**src/sv/efc_pkg.sv**
```systemverilog
`timescale 1ns / 1ps

package efc_pkg;

  localparam int NUM_ENCODERS = 6;
  localparam int COUNTER_BITS = 16;
  localparam int KINDS        = 3;
  localparam int NUM_COUNTERS = NUM_ENCODERS * KINDS;
  localparam int ADDR_W       = $clog2(NUM_COUNTERS);

  localparam logic [15:0] WINDOW_LENGTH_RESET = 16'd10000;
  localparam logic [2:0]  FRAME_STATUS_OK     = 3'b100;

  typedef enum logic [1:0] {
    OP_SAMPLE = 2'd0,
    OP_TICK   = 2'd1,
    OP_READ   = 2'd2,
    OP_NONE   = 2'd3
  } opcode_t;

  typedef enum logic [1:0] {
    ST_OK     = 2'd0,
    ST_LINK   = 2'd1,
    ST_PARITY = 2'd2,
    ST_FIELD  = 2'd3
  } status_t;

  typedef enum logic [1:0] {
    KIND_LINK   = 2'd0,
    KIND_PARITY = 2'd1,
    KIND_FIELD  = 2'd2,
    KIND_NONE   = 2'd3
  } kind_t;

  typedef enum logic {
    REG_WINDOW_LENGTH   = 1'b0,
    REG_ERROR_THRESHOLD = 1'b1
  } cfg_reg_t;

  // Counter index for one encoder and one error kind.
  function automatic logic [ADDR_W-1:0] counter_addr(logic [2:0] enc, logic [1:0] kind);
    return ADDR_W'(enc) * ADDR_W'(KINDS) + ADDR_W'(kind);
  endfunction

  // Clamp a counter to the 16-bit read field.
  function automatic logic [15:0] clamp16(logic [COUNTER_BITS-1:0] c);
    logic [31:0] w;
    w = 32'(c);
    return (w > 32'h0000_FFFF) ? 16'hFFFF : w[15:0];
  endfunction

endpackage

```
**src/sv/efc_if.sv**
```systemverilog
`timescale 1ns / 1ps

interface efc_in_if;
  logic        valid;
  logic        ready;
  logic [1:0]  opcode;
  logic [2:0]  encoder_index;
  logic        link_ok;
  logic [17:0] raw_frame;
  logic [1:0]  error_kind;

  modport source (output valid, opcode, encoder_index, link_ok, raw_frame, error_kind,
                  input ready);
  modport sink   (input valid, opcode, encoder_index, link_ok, raw_frame, error_kind,
                  output ready);
endinterface

interface efc_out_if;
  logic        valid;
  logic        ready;
  logic [15:0] position;
  logic [1:0]  status;
  logic        alarm;
  logic [15:0] counter_value;

  modport source (output valid, position, status, alarm, counter_value, input ready);
  modport sink   (input valid, position, status, alarm, counter_value, output ready);
endinterface

interface efc_cfg_if;
  logic        valid;
  logic        ready;
  logic        index;
  logic [15:0] data;

  modport source (output valid, index, data, input ready);
  modport sink   (input valid, index, data, output ready);
endinterface

```
**src/sv/encoder_frame_checker_with_error_stats.sv**
```systemverilog
`timescale 1ns / 1ps

// Channel  Dir  Handshake     Payload
// req      in   valid/ready   opcode, encoder_index, link_ok, raw_frame, error_kind
// rsp      out  valid/ready   position, status, alarm, counter_value
// cfg      in   valid/ready   index (0 window_length, 1 error_threshold), data
//
// Counted errors pass S_UPD and in-range reads S_RD before S_DONE; others skip them.
// A tick that ends a window scans all 18 counters through the single counter RAM read
// port, each in S_SCAN_RD then S_SCAN_CMP. req.ready is high only when idle.
// A waiting result holds only the finishing step; req is taken again once it leaves.
// Synchronous reset marks all counters clear through per-counter valid bits; no sweep.

module encoder_frame_checker_with_error_stats
  import efc_pkg::*;
(
  input  logic       clk,
  input  logic       rst,
  efc_in_if.sink     req,
  efc_out_if.source  rsp,
  efc_cfg_if.sink    cfg
);

  typedef enum logic [2:0] {
    S_IDLE,
    S_UPD,
    S_RD,
    S_SCAN_RD,
    S_SCAN_CMP,
    S_DONE
  } state_t;

  localparam logic [ADDR_W-1:0]       LAST_ADDR = ADDR_W'(NUM_COUNTERS - 1);
  localparam logic [COUNTER_BITS-1:0] CNT_MAX   = '1;

  state_t                  state;
  logic [ADDR_W-1:0]       addr_q;
  logic [NUM_COUNTERS-1:0] cnt_valid;
  logic [15:0]             window_count;
  logic [15:0]             window_length;
  logic [15:0]             error_threshold;

  logic [15:0] res_position;
  logic [1:0]  res_status;
  logic        res_alarm;
  logic [15:0] res_counter;

  logic        out_valid;
  logic [15:0] out_position;
  logic [1:0]  out_status;
  logic        out_alarm;
  logic [15:0] out_counter;
  logic        load_out;

  logic                    ram_we;
  logic                    ram_re;
  logic [ADDR_W-1:0]       ram_raddr;
  logic [COUNTER_BITS-1:0] ram_wdata;
  logic [COUNTER_BITS-1:0] ram_rdata;
  logic [COUNTER_BITS-1:0] cur;

  logic        accept;
  status_t     chk_status;
  kind_t       chk_kind;
  logic        enc_ok;
  logic [ADDR_W-1:0] acc_addr;

  assign accept    = req.valid && req.ready;
  assign req.ready = (state == S_IDLE);
  assign cfg.ready = 1'b1;

  assign rsp.valid         = out_valid;
  assign rsp.position      = out_position;
  assign rsp.status        = out_status;
  assign rsp.alarm         = out_alarm;
  assign rsp.counter_value = out_counter;

  // Load the output register once it is free.
  assign load_out = (state == S_DONE) && (!out_valid || rsp.ready);

  // Frame check: link first, then parity, then the status field.
  always_comb begin
    enc_ok = (32'(req.encoder_index) < NUM_ENCODERS);
    priority if (!req.link_ok) begin
      chk_status = ST_LINK;
      chk_kind   = KIND_LINK;
    end else if (^req.raw_frame) begin
      chk_status = ST_PARITY;
      chk_kind   = KIND_PARITY;
    end else if (req.raw_frame[5:3] != FRAME_STATUS_OK) begin
      chk_status = ST_FIELD;
      chk_kind   = KIND_FIELD;
    end else begin
      chk_status = ST_OK;
      chk_kind   = KIND_NONE;
    end
    if (opcode_t'(req.opcode) == OP_SAMPLE) begin
      acc_addr = counter_addr(req.encoder_index, chk_kind);
    end else begin
      acc_addr = counter_addr(req.encoder_index, req.error_kind);
    end
  end

  // Never-written or cleared counters read as zero.
  assign cur = cnt_valid[addr_q] ? ram_rdata : '0;

  always_comb begin
    ram_re    = 1'b0;
    ram_raddr = acc_addr;
    ram_we    = (state == S_UPD);
    ram_wdata = (cur == CNT_MAX) ? cur : cur + COUNTER_BITS'(1);
    unique case (state)
      S_IDLE: begin
        ram_re = accept;
      end
      S_SCAN_RD: begin
        ram_re    = 1'b1;
        ram_raddr = addr_q;
      end
      S_UPD, S_RD, S_SCAN_CMP, S_DONE: begin
        ram_re = 1'b0;
      end
      default: begin
        ram_re = 1'b0;
      end
    endcase
  end

  efc_ram #(
    .WIDTH(COUNTER_BITS),
    .DEPTH(NUM_COUNTERS)
  ) u_counters (
    .clk   (clk),
    .we    (ram_we),
    .waddr (addr_q),
    .wdata (ram_wdata),
    .re    (ram_re),
    .raddr (ram_raddr),
    .rdata (ram_rdata)
  );

  always_ff @(posedge clk) begin
    if (rst) begin
      state           <= S_IDLE;
      cnt_valid       <= '0;
      window_count    <= '0;
      window_length   <= WINDOW_LENGTH_RESET;
      error_threshold <= '0;
      out_valid       <= 1'b0;
    end else begin
      if (cfg.valid && cfg.ready) begin
        unique case (cfg_reg_t'(cfg.index))
          REG_WINDOW_LENGTH:   window_length   <= cfg.data;
          REG_ERROR_THRESHOLD: error_threshold <= cfg.data;
          default: ;
        endcase
      end

      if (load_out) begin
        out_valid <= 1'b1;
      end else if (rsp.valid && rsp.ready) begin
        out_valid <= 1'b0;
      end

      unique case (state)
        S_IDLE: begin
          if (accept) begin
            res_position <= (opcode_t'(req.opcode) == OP_SAMPLE && chk_status == ST_OK) ?
                            {req.raw_frame[17:6], 4'b0000} : '0;
            res_status   <= (opcode_t'(req.opcode) == OP_SAMPLE) ? chk_status : ST_OK;
            res_alarm    <= 1'b0;
            res_counter  <= '0;
            addr_q       <= (opcode_t'(req.opcode) == OP_TICK) ? '0 : acc_addr;
            unique case (opcode_t'(req.opcode))
              OP_SAMPLE: begin
                if (chk_status != ST_OK && enc_ok) begin
                  state <= S_UPD;
                end else begin
                  state <= S_DONE;
                end
              end
              OP_TICK: begin
                if (window_count < window_length) begin
                  window_count <= window_count + 16'd1;
                  state        <= S_DONE;
                end else begin
                  state <= S_SCAN_RD;
                end
              end
              OP_READ: begin
                if (enc_ok && 32'(req.error_kind) < KINDS) begin
                  state <= S_RD;
                end else begin
                  state <= S_DONE;
                end
              end
              OP_NONE: begin
                state <= S_DONE;
              end
              default: begin
                state <= S_DONE;
              end
            endcase
          end
        end
        S_UPD: begin
          cnt_valid[addr_q] <= 1'b1;
          state             <= S_DONE;
        end
        S_RD: begin
          res_counter <= clamp16(cur);
          state       <= S_DONE;
        end
        S_SCAN_RD: begin
          state <= S_SCAN_CMP;
        end
        S_SCAN_CMP: begin
          if (32'(cur) > 32'(error_threshold)) begin
            res_alarm <= 1'b1;
          end
          if (addr_q == LAST_ADDR) begin
            cnt_valid    <= '0;
            window_count <= '0;
            state        <= S_DONE;
          end else begin
            addr_q <= addr_q + ADDR_W'(1);
            state  <= S_SCAN_RD;
          end
        end
        S_DONE: begin
          // Hold until the output register is free.
          if (load_out) begin
            out_position <= res_position;
            out_status   <= res_status;
            out_alarm    <= res_alarm;
            out_counter  <= res_counter;
            state        <= S_IDLE;
          end
        end
        default: begin
          state <= S_IDLE;
        end
      endcase
    end
  end

`ifndef ASSERT_OFF
  a_upd_marks_valid: assert property (@(posedge clk) disable iff (rst)
    (state == S_UPD) |=> cnt_valid[$past(addr_q)])
    else $error("updated counter not marked valid");

  a_window_clear: assert property (@(posedge clk) disable iff (rst)
    (state == S_SCAN_CMP && addr_q == LAST_ADDR) |=> (cnt_valid == '0 && window_count == '0))
    else $error("window end did not clear counters");

  a_result_source: assert property (@(posedge clk) disable iff (rst)
    $rose(out_valid) |-> $past(state) == S_DONE)
    else $error("result loaded outside finishing step");

  a_error_no_position: assert property (@(posedge clk) disable iff (rst)
    (out_valid && out_status != ST_OK) |-> (out_position == '0))
    else $error("error result carries a position");
`endif

endmodule

```
**src/sv/efc_ram.sv**
```systemverilog
`timescale 1ns / 1ps

module efc_ram #(
  parameter int WIDTH = 16,
  parameter int DEPTH = 18
) (
  input  logic                     clk,
  input  logic                     we,
  input  logic [$clog2(DEPTH)-1:0] waddr,
  input  logic [WIDTH-1:0]         wdata,
  input  logic                     re,
  input  logic [$clog2(DEPTH)-1:0] raddr,
  output logic [WIDTH-1:0]         rdata
);

  logic [WIDTH-1:0] mem [DEPTH];

  always_ff @(posedge clk) begin
    if (we) begin
      mem[waddr] <= wdata;
    end
    if (re) begin
      rdata <= mem[raddr];
    end
  end

endmodule

```
**src/flat_wrapper.sv**
```systemverilog
// flat-port wrapper written by rule: the top's interface ports become plain ports
module encoder_frame_checker_with_error_stats_flat import efc_pkg::*;
  (clk, rst, req_valid, req_opcode, req_encoder_index, req_link_ok, req_raw_frame, req_error_kind, req_ready, rsp_valid, rsp_position, rsp_status, rsp_alarm, rsp_counter_value, rsp_ready, cfg_valid, cfg_index, cfg_data, cfg_ready);
  efc_in_if req_i ();
  efc_out_if rsp_i ();
  efc_cfg_if cfg_i ();
  input  logic clk;
  input  logic rst;
  input wire logic [$bits(req_i.valid)-1:0] req_valid;
  input wire logic [$bits(req_i.opcode)-1:0] req_opcode;
  input wire logic [$bits(req_i.encoder_index)-1:0] req_encoder_index;
  input wire logic [$bits(req_i.link_ok)-1:0] req_link_ok;
  input wire logic [$bits(req_i.raw_frame)-1:0] req_raw_frame;
  input wire logic [$bits(req_i.error_kind)-1:0] req_error_kind;
  output wire logic [$bits(req_i.ready)-1:0] req_ready;
  output wire logic [$bits(rsp_i.valid)-1:0] rsp_valid;
  output wire logic [$bits(rsp_i.position)-1:0] rsp_position;
  output wire logic [$bits(rsp_i.status)-1:0] rsp_status;
  output wire logic [$bits(rsp_i.alarm)-1:0] rsp_alarm;
  output wire logic [$bits(rsp_i.counter_value)-1:0] rsp_counter_value;
  input wire logic [$bits(rsp_i.ready)-1:0] rsp_ready;
  input wire logic [$bits(cfg_i.valid)-1:0] cfg_valid;
  input wire logic [$bits(cfg_i.index)-1:0] cfg_index;
  input wire logic [$bits(cfg_i.data)-1:0] cfg_data;
  output wire logic [$bits(cfg_i.ready)-1:0] cfg_ready;
  assign req_i.valid = req_valid;
  assign req_i.opcode = req_opcode;
  assign req_i.encoder_index = req_encoder_index;
  assign req_i.link_ok = req_link_ok;
  assign req_i.raw_frame = req_raw_frame;
  assign req_i.error_kind = req_error_kind;
  assign req_ready = req_i.ready;
  assign rsp_valid = rsp_i.valid;
  assign rsp_position = rsp_i.position;
  assign rsp_status = rsp_i.status;
  assign rsp_alarm = rsp_i.alarm;
  assign rsp_counter_value = rsp_i.counter_value;
  assign rsp_i.ready = rsp_ready;
  assign cfg_i.valid = cfg_valid;
  assign cfg_i.index = cfg_index;
  assign cfg_i.data = cfg_data;
  assign cfg_ready = cfg_i.ready;
  encoder_frame_checker_with_error_stats u_core (.clk(clk), .rst(rst), .req(req_i), .rsp(rsp_i), .cfg(cfg_i));
endmodule
```
**config.mk**
```make
export PLATFORM = sky130hd
export DESIGN_NAME = encoder_frame_checker_with_error_stats_flat
export DESIGN_NICKNAME = d
export VERILOG_FILES = /design/src/sv/efc_pkg.sv /design/src/sv/efc_if.sv /design/src/sv/encoder_frame_checker_with_error_stats.sv /design/src/sv/efc_ram.sv /design/src/flat_wrapper.sv
export SDC_FILE = /design/constraint.sdc
export NUM_CORES = 1
export LEC_CHECK = 0
export BUFFER_PORTS_ARGS = -buffer_cell sky130_fd_sc_hd__buf_2
export CORE_MARGIN = 2
export CORE_UTILIZATION = 40
export CTS_BUF_LIST = sky130_fd_sc_hd__clkbuf_4
export CTS_CLUSTER_DIAMETER = 50
export DETAILED_ROUTE_END_ITERATION = 8
export PLACE_DENSITY = 0.59
export SLEW_MARGIN = 25
export SYNTH_ARGS = -nofsm -noshare
export SYNTH_HDL_FRONTEND = slang
export SYNTH_SLANG_ARGS = --single-unit
```
**constraint.sdc**
```tcl
create_clock -name clk -period 12.4 [get_ports clk]
set_clock_uncertainty 0.05 [all_clocks]
set_input_delay 1.24 -clock clk [delete_from_list [all_inputs] [get_ports clk]]
set_output_delay 1.24 -clock clk [all_outputs]
set_load 0.05 [all_outputs]
```
==> results list, run 1 <==
* First drt pass iteration count: 7
* Cell type group with the largest total delay on the critical path: XOR/XNOR gates
* EDFF count, synth: 371
- The clock drives roughly 440 sinks.
* Total Die Area: approximately 48,000 um^2
* Cell at the root of the clock tree: clkbuf_4
- Worst voltage drop across the vdd grid: about 0.068 mV
- Crit path kind: primary input to register
- Count of unresolved DRC violations after routing: 0
- Among all stages on the critical path, the largest delay is contributed by buf_4.
- Maximum root-to-sink buffer count: 3
- Die height: 220 um
- In this run the number of H-tree levels came out at 3.
- Pin placement for this block handled 86 I/O pins.
* Cell repeated most along the worst path: xnor2_1
- The worst setup path is captured at a register.
* R2R depth: 13
- The tool flagged a number of max-cap violations equal to 0.
- Worst hold path type: register to register
* TritonCTS clock tree: built
* Post-synthesis sequential area ratio: 0.671
* Total via count in the routed design: roughly 11,000
- Num CTS Buffers: around 120
- Number of cells upsized or downsized after cts: 0
- Finished Core Util: 0.461
- The worst register-to-register path ends at u_core.u_counters.mem[13][15].
* Clk slew on worst S/H paths: approximately 60 ps
- First-pass GRT wire length: approximately 66,000 um
- Across every metal layer, demand over resource in global routing totals 0.186.
* Starting density of the core: 0.403
* Fmax: between 150 and 200 MHz
- Core ar.: around 46,000 um^2
* Half-perimeter wire length after detailed placement: roughly 26,000 um
- The setup check on the worst reg-to-reg path leaves a slack of between 7000 and 8000 ps.
- In this run the cell area of the synthesized design comes to roughly 19,000 um^2.
* Bufs and invs on worst path: 3
* Post-DRT Antenna Nets: 0
- Avg Vias per Cell: 5.26
- Routability-driven placement finished with a final weighted congestion of 0.792.
- Buffers inserted during post-CTS setup optimization: 0
* Filler cell count: 4,153
- The flow ran to the end, and the final reports show no timing, DRC or antenna violations.
- Clock latency at the later pin of the worst-skew pair: 880 ps
- FFs w/ async S/R, synth: 0
- The final hold violation count came to 0.
- The top cell types in the final layout, fill and taps aside, are 371 x edfxtp_1, 168 x clkbuf_4, 158 x nand2_1.
- X dimension of the die: 220 um
- Share of the synthesized area in the top cell type: 0.596
- Count of buffers from port buffering: 80
* Worst slew pin tran: just over 1000 ps
* Most common cell after layout, fill and taps aside: edfxtp_1
- The startpoint identified for the worst hold timing path is u_core.res_counter[12].
- In this run the tightest slew margin relative to its limit is 0.321.
- Fin Setup TNS: 0 ps
* Launch point of the worst reg-to-reg path: u_core.addr_q[0]
- The initial antenna violation count is 1.
* Cell count after synthesis: about 1,300
* Synth-to-Final Area Change: 14.4%
- The via count of the first global-routing pass is 11,300.
* Net count reported at finish: about 1,600
* Data required time of the worst path: ~13,000 ps
- Power density over the cells: about 170 nW/um^2
- Final max-slew violation count: 0
* Routed wire length per instance: ~21 um
* Fraction of final layout cells with drive strength greater than 1: 0.244
- Main area contributors after synthesis: edfxtp_1 60%, dfxtp_1 7.5%, mux4_2 6.1%
- Counting instances, the worst hold path has a depth of 0.
* Crit-path cells: buf_2 > xnor2_1 > xnor2_1 > xnor3_1 > xnor2_1 > nand2_1 > o21ai_0 > inv_1 > fa_1 > xnor2_1 > mux2i_4 > buf_4 > mux2i_1 > mux4_2 > a32o_1 > a31oi_1
- Worst EP arrival: about 6300 ps
- The floorplan has 79 rows.
* Max Fanout on Critical Path: 44
* Yosys warning total: 0
* Library cell with the largest summed area after synthesis: edfxtp_1
* Iter 0 DRT Violations: roughly 890
- Most instantiated flip-flop cell in the synthesis netlist: edfxtp_1
- Dividing the final minimum period by the clock period gives 0.453.
* Unrepaired setup endpoints after global routing: no
- Setup violations remaining at the end of the flow were counted as 0.
* End point of the worst hold path: u_core.rsp.counter_value[12]
- The number of different library cells used by synthesis comes to 61.
* Final min period: 5620 ps
- Startpoint types: primary input
- Total of flip-flops plus latches after synthesis: about 440
* Biggest cell delay along the critical path: 710 ps
* Grt ovf: 0
- Summed over all layers, the routed wires come to approximately 44,000 um.
- Post-synthesis average cell area: roughly 14 um^2
* Maximum number of pins on one net before global-route repair: 49
- For this design the static power due to leakage is approximately 7.6 nW.
- For this design, the CTS-stage hold fixing added 0 buffers.
==> metrics by stage <==
step	instances	worst slack [ps]	area [um^2]	power (mW)	hold WS, ps
2_1_floorplan	1305	7460	18700	2.27	350
3_3_place_gp	1950	5620	19900	2.47	351
3_5_place_dp	1951	5950	19900	2.49	355
4_1_cts	2153	6890	21400	3.72	359
5_1_grt	2154	6590	21400	3.85	366
6_report	2155	6780	21400	3.68	363
==> flip-flops by register name, indices dropped and copies added, names as in the netlist, 5 cells and up <==
signal	flops
u_core.addr_q	5
u_core.window_count	16
u_core.res_counter	16
u_core.res_position	12
u_core.error_threshold	16
u_core.window_length	16
u_core.u_counters.mem	288
u_core.u_counters.rdata	16
u_core.cnt_valid	18
u_core.rsp.position	12
u_core.rsp.counter_value	16
==> Yosys cell counts, types with 5 or more instances <==
master     instances
a32o_1            16
nor3_1             6
a31oi_1           20
a211o_1            5
nand2_1          158
nor2_1            88
a21oi_1           61
inv_1             40
nand4_1            7
mux4_2            51
o31ai_1            8
buf_2             18
a21o_1             7
mux2i_1           71
xor2_1            15
or4_1              6
nand3_1           19
o21ai_0           17
nor2b_1           20
o21a_1             6
and3_1             6
or3_1             12
and2_1            35
o2111ai_1          5
xnor2_1           22
buf_4              6
edfxtp_1         371
dfxtp_1           70
ha_1              43
clkbuf_1          34
nand2b_1           9
==> worst reg2reg max path, cell delays in order, from the launching register on <==
cell and delay [ps]:
edfxtp_1 770, mux4_2 580, mux2i_1 150, o311a_2 840, nand2b_1 250, inv_1 50, ha_1 240, and2_1 230
nand4_1 130, o31ai_1 190, nor2_1 260, nand4_1 140, xor2_1 160, nor2_1 750
==> final cells by class <==
class,instances,area (um^2),area share
Tap cell,607,759,0.0355
Clock inverter,34,176,0.00825
Multi-Input combinational cell,761,5910,0.276
Clock buffer,168,1260,0.0590
Timing Repair Buffer,101,582,0.0272
Sequential cell,441,12500,0.586
Antenna cell,2,5.00,0.000234
Inverter,41,154,0.00719
==> worst max path at each step <==
stage	startpoint	endpoint	slack, ps	cells after the start
6_report	req_raw_frame[12]	u_core.u_counters.rdata[8]	6780	16
5_1_grt	req_raw_frame[12]	u_core.u_counters.rdata[8]	6590	16
4_1_cts	req_raw_frame[12]	u_core.u_counters.rdata[13]	6890	16
3_5_place_dp	req_raw_frame[12]	u_core.u_counters.rdata[13]	5950	16
3_3_place_gp	req_raw_frame[14]	u_core.u_counters.rdata[14]	5620	16
2_1_floorplan	req_raw_frame[14]	u_core.u_counters.rdata[1]	7460	16
==> logic make-up (layout without fill, tap and decap cells) <==
kind of cell	count (synthesis)	count (layout)	share of synthesized area
buf+inv	103	344	0.0235
simple gates	380	380	0.0949
other cells	2	7	0.000402
xor+xnor	38	38	0.0185
compound gates	168	168	0.0595
flops	441	441	0.671
fa+ha+maj	45	45	0.0309
mux	125	125	0.101
==> where the power goes <==
group	switching (mW)	internal (mW)	total [mW]
clock network	0.582	0.640	1.22
registers	0.0602	1.71	1.77
logic	0.411	0.273	0.684
total	1.05	2.63	3.68
==> layer usage <==
metal | routed length (um) | track usage | vias to the layer above | part of all wire
li1 | - | - | 5259 | -
met1 | 18500 | 0.233 | 5641 | 0.42
met2 | 22000 | 0.313 | 376 | 0.50
met3 | 2920 | 0.0449 | 52 | 0.066
met4 | 826 | 0.0702 | 0 | 0.019
met5 | 0 | 0 | - | 0
Power figures use the tool's default switching activity.
==> run 2, diff against run 1 <==
ABC_AREA = 1   (was unset)
clock period = 5.37 ns   (was 12.4 ns; I/O delays follow)
==> run 2 against run 1 <==
  * Area after synthesis up 2.6%
  * Global-route usage up 1.5 points
  * Non-clock buffer count up 55
  * Critical path type unchanged
  * Critical endpoint is now u_core.u_counters.rdata[12]
  * Highest routed layer unchanged
==> results list, run 2 <==
* Most instantiated flip-flop cell in the synthesis netlist: edfxtp_1
- Num CTS Buffers: 110 (-4.3%)
- The starting utilization of the core area was 0.403 (about the same).
* Power density over the cells: 384 nW/um^2 (+120%)
- By count the netlist is led by 371 x edfxtp_1, 273 x nor2_1, 185 x nand2_1.
- Startpoint types: primary input
- Post-Synthesis Cell Area: 19,200 um^2 (+2.6%)
- The count of warnings emitted by yosys was 0 (unchanged).
* R2R depth: 14 (+1)
- The post-route antenna net violation count came to 0 (unchanged).
* End point of the worst hold path: u_core.state[0]
- Final max-slew violation count: 0 (unchanged)
- The share of the yosys chip area belonging to registers came to 0.654 (-0.0167).
* FFs w/ async S/R, synth: 0 (unchanged)
- The number of cell rows is 80 (+1.3%).
- Library cell with the largest summed area after synthesis: edfxtp_1
- The startpoint identified for the worst hold timing path is req_opcode[1].
- Biggest cell delay along the critical path: 540 ps (-170 ps)
* Commonest non-fill, non-tap cells in the layout: 371 x edfxtp_1, 271 x nor2_1, 184 x nand2_1
* Worst hold-check slack: 123 ps (-240 ps)
- The via count of the first global-routing pass came to 13,400 (+18%).
- In this design, the largest share of critical-path delay is due to compound AO/OA/AOI/OAI gates.
- Fraction of final layout cells with drive strength greater than 1: 0.194 (-0.0497)
- Type of destination of the critical path: register
- Share of the synthesized area in the top cell type: 0.581 (-0.0149)
- The global-route wire length before repair was 76,000 um (+15%).
- Reported leakage power: 8.41 nW (+11%)
- Total Die Area: 49,700 um^2 (+2.5%)
- Cell repeated most along the worst path: nand2_1
- The buffers plus inverters on the worst setup path is 7 (+4).
- Number of standard cells in the layout, taps in and fillers out: 2,609 (+21%)
- Final critical-path share of the clock period: 0.831
* Htree depth: 3 (unchanged)
- In this run the clock root is driven by a clkbuf_4.
- Maximum root-to-sink buffer count: 3 (unchanged)
- The overall die width came to 223 um (+1.2%).
* Placed cell count: 2,372 (+22%)
- The logic depth of the worst path, buffers included came to 28 (+12).
- Yosys cell types: 57 (-6.6%)
- The final hold violation count was 0 (unchanged).
- Grt ovf: 0 (unchanged)
* Max-cap violations: 0 (unchanged)
- In this run the critical register-to-register path is captured at u_core.u_counters.mem[13][15].
* Routed Wire Length: 49,900 um (+13%)
- The worst setup path is of the primary input to register kind.
- Worst Hold Depth: 4 (+4)
- The post-cts resize count came to 0 (unchanged).
* Avg Vias per Cell: 5.29 (+0.55%)
- edfxtp_1 is the most common cell in the netlist.
* Fin Setup TNS: 0 ps (unchanged)
- Number of endpoints failing setup at the final stage: 0 (unchanged)
- Clock latency at the later pin of the worst-skew pair: 870 ps (about the same)
- Setup repair after global routing left no endpoint under its margin.
* Main area contributors after synthesis: edfxtp_1 58%, dfxtp_1 7.3%, nor2_1 5.3%
* Placement-stage worst setup slack: 637 ps (-5310 ps)
- From synthesis to final layout, the design area changed by 15.9%.
* Overall fraction of global-route tracks in use: 0.201 (+0.0154)
* Die height: 223 um (+1.2%)
* Half-perimeter wire length after detailed placement: 30,200 um (+16%)
- The flip-flop count of the largest register after layout was 288 (unchanged).
- Final min period: roughly 4500 ps
* Total of flip-flops plus latches after synthesis: 441 (unchanged)
* Register-to-Register Setup Slack: 1110 ps (-6100 ps)
* Net count reported at finish: 1,997 (+29%)
- The path class of the tightest hold or removal check is primary input to register.
- u_core.u_counters.mem holds more flip-flops than any other register.
- The number of clock sinks seen by CTS was 441 (unchanged).
* Max Fanout on Critical Path: 39 (-11%)
- Worst EP arrival: 5020 ps (-1250 ps)
- The routed length per instance came to 19.1 um (-6.9%).
- Leaving out fill and tap cells, the most frequent cell in the layout is edfxtp_1.
* First drt pass iteration count: 5 (-2)
* TritonCTS clock tree: built
- Count of unresolved DRC violations after routing: 0 (unchanged)
* Maximum number of pins on one net before global-route repair: 79 (+61%)
* Finished Core Util: 0.467 (+0.00600)
- The synthesized area divided by synthesized cell count came to 11.2 um^2 (-22%).
* Count of boundary I/O pins: 86 (unchanged)
- Data required time of the worst path: 5930 ps (-7120 ps)
* Core ar.: 47,500 um^2 (+2.6%)
- The largest registers in the layout are u_core.u_counters.mem: 288 flops, u_core.cnt_valid: 18 flops.
- Fin area: 22,200 um^2 (+3.9%)
- For this run, the top clock speed supported by timing is about 220 MHz.
- EDFF count, synth: 371 (unchanged)
- The starting DRC count in detailed routing is 1,270 (+43%).
- The slew at the pin closest to its max-slew limit was 1020 ps (+3.19 ps).
* Antenna violations before repair: 2 (+1)
* Worst voltage drop across the vdd grid: 0.143 mV (+110%)
* Max-slew headroom: 0.318 (-0.00332)
- The flow ran to the end, and the final reports show no timing, DRC or antenna violations.
- Placed inst area: 20,500 um^2 (+2.7%)
- The count of input and output buffers was 80 (unchanged).
- Critical-path top delay cell: dlygate4sd3_1
- Cell count after synthesis: 1,712 (+31%)
- PnR worst setup slack: 909 ps (-5880 ps)
* Power, Total: 8.52 mW (+130%)
- Total via count in the routed design: 13,800 (+22%)
- Launch point of the worst reg-to-reg path: u_core.addr_q[0]
- Final GP Congestion: 0.848 (+7.0%)
- Clk slew on worst S/H paths: 80 ps (+20 ps)
## run 2: changes by cell type after synthesis, moves of 34 or more
cell / delta
nor2_1: +185
nand3_1: +34
o21ai_0: +155
and2_1: -34
mux2i_1: -71
mux4_2: -51
inv_1: +102
o221ai_1: +55
## run 2: worst max-delay path by stage
stage | start | to | slack (ps)
final | req_raw_frame[13] | u_core.u_counters.rdata[12] | 910
after floorplan | req_raw_frame[4] | u_core.u_counters.rdata[13] | 1770
after global placement | req_raw_frame[12] | u_core.u_counters.rdata[12] | 670
after global routing | req_raw_frame[13] | u_core.u_counters.rdata[1] | 600
after CTS | req_raw_frame[13] | u_core.u_counters.rdata[4] | 1000
after detailed placement | req_raw_frame[13] | u_core.u_counters.rdata[12] | 640
## run 2: what timing repair did
item                      CTS  global route
hold endpoints to repair   51             0
hold buffers               35             0
buffers inserted            0             0
## run 2: cell families (layout without fill, tap and decap cells)
| group | count (synthesis) | in the layout | share of synthesized area |
|---|---|---|---|
| fa+ha+maj | 45 | 45 | 0.0301 |
| other cells | 2 | 11 | 0.000392 |
| compound gates | 369 | 369 | 0.114 |
| simple gates | 611 | 611 | 0.147 |
| buf+inv | 232 | 505 | 0.0494 |
| flops | 441 | 441 | 0.654 |
| xor+xnor | 12 | 12 | 0.00548 |
## run 2: worst min-delay path, stage by stage
cell	delay [ps]
buf_2	110
nand4_1	150
o2111ai_1	130
a21oi_1	70
## run 2: where the power goes
part	total, mW	switching [mW]	internal (mW)	leakage (nW)
Combinational	1.70	1.22	0.480	3.54
Sequential	4.04	0.0907	3.95	4.02
Clock	2.78	1.34	1.44	0.846
## run 2: routing by layer
metal | wire (um) | vias to the layer above | global-route usage
li1 | - | 6513 | -
met1 | 21100 | 6630 | 0.266
met2 | 23500 | 553 | 0.321
met3 | 3850 | 94 | 0.0449
met4 | 1420 | 0 | 0.0844
met5 | 0 | - | 0
## run 2: cell type report
cell class	count	area, um^2
Timing Repair Buffer	156	1080
Inverter	153	581
Fill cell	4284	25300
Antenna cell	6	15.0
Clock buffer	171	1280
Clock inverter	25	113
Multi-Input combinational cell	1042	5840
Tap cell	615	769
Sequential cell	441	12500
==> run 3, diff against run 2 <==
PLACE_DENSITY = 0.61   (was 0.59)
clock period = 3.7 ns   (was 5.37 ns; I/O delays follow)
==> run 3 against run 2 <==
  * Routed wire length decreased by 0.32%
  * Hold slack got worse by 39 ps
  * Largest power group unchanged
  * Power increased by 50%
  * Critical path type unchanged
  * Sequential power increased by 45%
  * Critical endpoint is now u_core.u_counters.rdata[0]
==> results list, run 3 (synthesis results as in run 2) <==
- Share of total power in sequential cells: 0.458 (-0.016)
- The starting utilization of the core area came to 0.403 (unchanged).
* Grt ovf: 0 (unchanged)
- Largest registers: u_core.u_counters.mem: 288 flops, u_core.cnt_valid: 18 flops
* Routed wire length per instance: 18.6 um (-2.5%)
- The detailed-route via count is 14,100 (+2.1%).
* Count of unresolved DRC violations after routing: 0 (unchanged)
- The placed instance count is 2,429 (+2.4%).
- The number of cell rows was 80 (unchanged).
* Max-slew headroom: 0.411 (+0.0933)
* Data required time of the worst path: 4210 ps (-1720 ps)
- Crit-path cells: dlygate4sd3_1 > buf_2 > xor2_2 > nand3b_1 > nand2_2 > inv_2 > nand3_2 > and2_4 > o21ai_2 > a21oi_4 > nor2_2 > ha_2 > inv_2 > fa_1 > or2_1 > o21ai_4 > clkinv_4 > buf_12 > clkbuf_16 > o21ai_1 > o221ai_1 > nand3_1 > a31oi_1
* Worst EP arrival: 4090 ps (-930 ps)
- Routed Wire Length: 49,700 um (-0.32%)
- The via count of the first global-routing pass came to 13,800 (+3.2%).
- The global-route wire length before repair is 75,000 um (-1.4%).
* Largest reg by FF count: u_core.u_counters.mem
- Net count reported at finish: 2,058 (+3.1%)
* Fin Setup TNS: 0 ps (unchanged)
* Filler cell count: 4,210 (-1.7%)
* Startpoint types: primary input
* Final min period: about 3600 ps
- Biggest cell delay along the critical path: 530 ps (about the same)
- The count of max-cap constraint violations was 0 (unchanged).
- The share of layout cells above drive strength 1 is 0.225 (+0.0305).
- The highest fanout seen on the critical path is 10 (-74%).
- The switching component of the power came to 3.87 mW (+46%).
* Finished Core Util: 0.487 (+0.0193)
- The source-to-sink clock delay at the later pin of the worst-skew pair came to 850 ps (-20 ps).
* Internal Dissipation: 8.93 mW (+52%)
- PnR worst setup slack: 119 ps (-790 ps)
* Number of standard cells in the layout, taps in and fillers out: 2,668 (+2.3%)
- Register-to-Register Setup Slack: 210 ps (-900 ps)
- On the critical path, the stage with the largest delay is an instance of dlygate4sd3_1.
- Post-DRT Antenna Nets: 0 (unchanged)
* Total Die Area: 49,700 um^2 (unchanged)
* Final-report hold violation count: 0 (unchanged)
- CTS placed an instance of clkbuf_4 at the clock tree root.
* Clock net sink count: 441 (unchanged)
- Clk slew on worst S/H paths: 70 ps (about the same)
* Maximum root-to-sink buffer count: 3 (unchanged)
* Proportion of power drawn by combinational gates: 0.218 (+0.018)
* Crit path kind: primary input to register
- The number of top-level design ports came to 86 (unchanged).
* R2R depth: 18 (+4)
- Fmax: between 200 and 300 MHz
- Die height: 223 um (unchanged)
* TritonCTS clock tree: built
* Most common cell after layout, fill and taps aside: edfxtp_1
- The worst setup path is captured at a register.
* Count of buffers from port buffering: 80 (unchanged)
- The total clock buffers created by CTS was 107 (-2.7%).
- The total setup violations reported at the end of the flow came to 0 (unchanged).
* Final max-slew violation count: 0 (unchanged)
- Worst Hold Depth: 5 (+1)
* Worst reg2reg path endpoint: u_core.res_alarm
- Antenna violations before repair: 1 (-1)
* Launch point of the worst reg-to-reg path: u_core.addr_q[0]
- By instance count, the cell type seen most on the critical path is inv_2.
- The flip-flop count of the largest register after layout is 288 (unchanged).
- Power density over the cells: 553 nW/um^2 (+44%)
- Clock power frac: 0.324 (-0.002)
* Worst hold path type: primary input to register
- Overall fraction of global-route tracks in use: 0.198 (-0.00367)
* Sw frac: 0.302 (-0.00866)
- Maximum number of pins on one net before global-route repair: 59 (-25%)
- Synth-to-Final Area Change: 20.7%
* X dimension of the die: 223 um (unchanged)
* Avg Vias per Cell: 5.28 (-0.19%)
- The routability congestion estimate from global placement came to 0.817 (-3.6%).
- In the finished design, the share of the clock period the worst path needs comes to 0.968.
- Placement-stage worst setup slack: -342 ps (-980 ps)
* Commonest non-fill, non-tap cells in the layout: 371 x edfxtp_1, 270 x nor2_1, 175 x nand2_1
- Iter 0 DRT Violations: 1,138 (-10%)
- Worst slew pin tran: 881 ps (-137 ps)
- First drt pass iteration count: 5 (unchanged)
- The placeable core area came to 47,500 um^2 (unchanged).
* Worst voltage drop across the vdd grid: 0.230 mV (+61%)
- Run status: complete, no violations
- Reported leakage power: 8.87 nW (+5.4%)
* Power, Total: 12.8 mW (+50%)
- The critical path starts at req_raw_frame[16].
- Following the worst setup path forward leads to its endpoint at u_core.u_counters.rdata[0].
- The placed wire-length estimate after detailed placement is 30,300 um (+0.35%).
- The depth of the CTS H-tree came to 3 (unchanged).
run 3: changes by cell type in the layout (fill, tap and decap cells not counted), sizes merged:
cell          before  now
clkinvlp           0    1
dlygate4sd3       35   41
clkinv            22   29
clkbuf           171  167
buf              121  170
dlymetal6s4s       0    7
diode              6    1
bufinv             0    3
inv              156  151
run 3: repair_timing:
item                                   in CTS  in global routing
setup endpoints to repair                   0                 16
resized for setup                           0                 46
endpoints found under the hold margin      52                  0
hold buffers                               48                  0
setup buffers                               0                  4
run 3: routing by layer:
metal,global-route usage,wire (um),up-vias
met2,0.334,24400,550
met1,0.248,20100,6780
met4,0.0888,1330,0
met5,0,0,-
met3,0.0369,3950,102
li1,-,-,6643
run 3: layout make-up:
class	instances	area, um^2	share of cell area
flip-flops and latches	441	12500	0.542
multi-input cells	1042	5890	0.255
repair buffers	220	1900	0.0822
clock buffers	165	1240	0.0535
well taps	615	769	0.0333
inverters	153	586	0.0253
clock inverters	31	206	0.00892
diodes	1	2.50	0.000108
run 3: power groups by stage:
stage | Combinational, mW | Clock [mW] | Sequential [mW]
after detailed placement | 2.60 | 0 | 5.97
after global routing | 3.04 | 4.52 | 5.88
after floorplan | 1.58 | 0 | 5.96
final | 2.78 | 4.15 | 5.86
after CTS | 2.65 | 4.27 | 5.86
after global placement | 2.55 | 0 | 5.97
run 3: worst max-delay path, delay by kind of cell:
kind	cells	cell delay, ps
buffers and inverters	7	1240
AND/OR/NAND/NOR	7	960
AO/OA/AOI/OAI	6	740
XOR/XNOR	1	150
adder cells (fa/ha/maj)	2	620
run 3: per-stage QoR:
step / cell area, um^2 / hold WS (ps)
floorplan: 19200 / 350
global placement: 21100 / 351
detailed placement: 21100 / 355
CTS: 23000 / 9.82
global route: 23100 / 67.7
finish: 23100 / 84.0
run 3: worst min path at each step:
stage,slack (ps),from,to
floorplan,350,u_core.res_alarm,u_core.rsp.alarm
global placement,350,u_core.res_position[14],u_core.rsp.position[14]
detailed placement,350,u_core.res_position[5],u_core.rsp.position[5]
CTS,10,cfg_index,u_core.window_length[0]
global route,70,req_error_kind[1],u_core.state[1]
finish,80,req_error_kind[1],u_core.state[1]
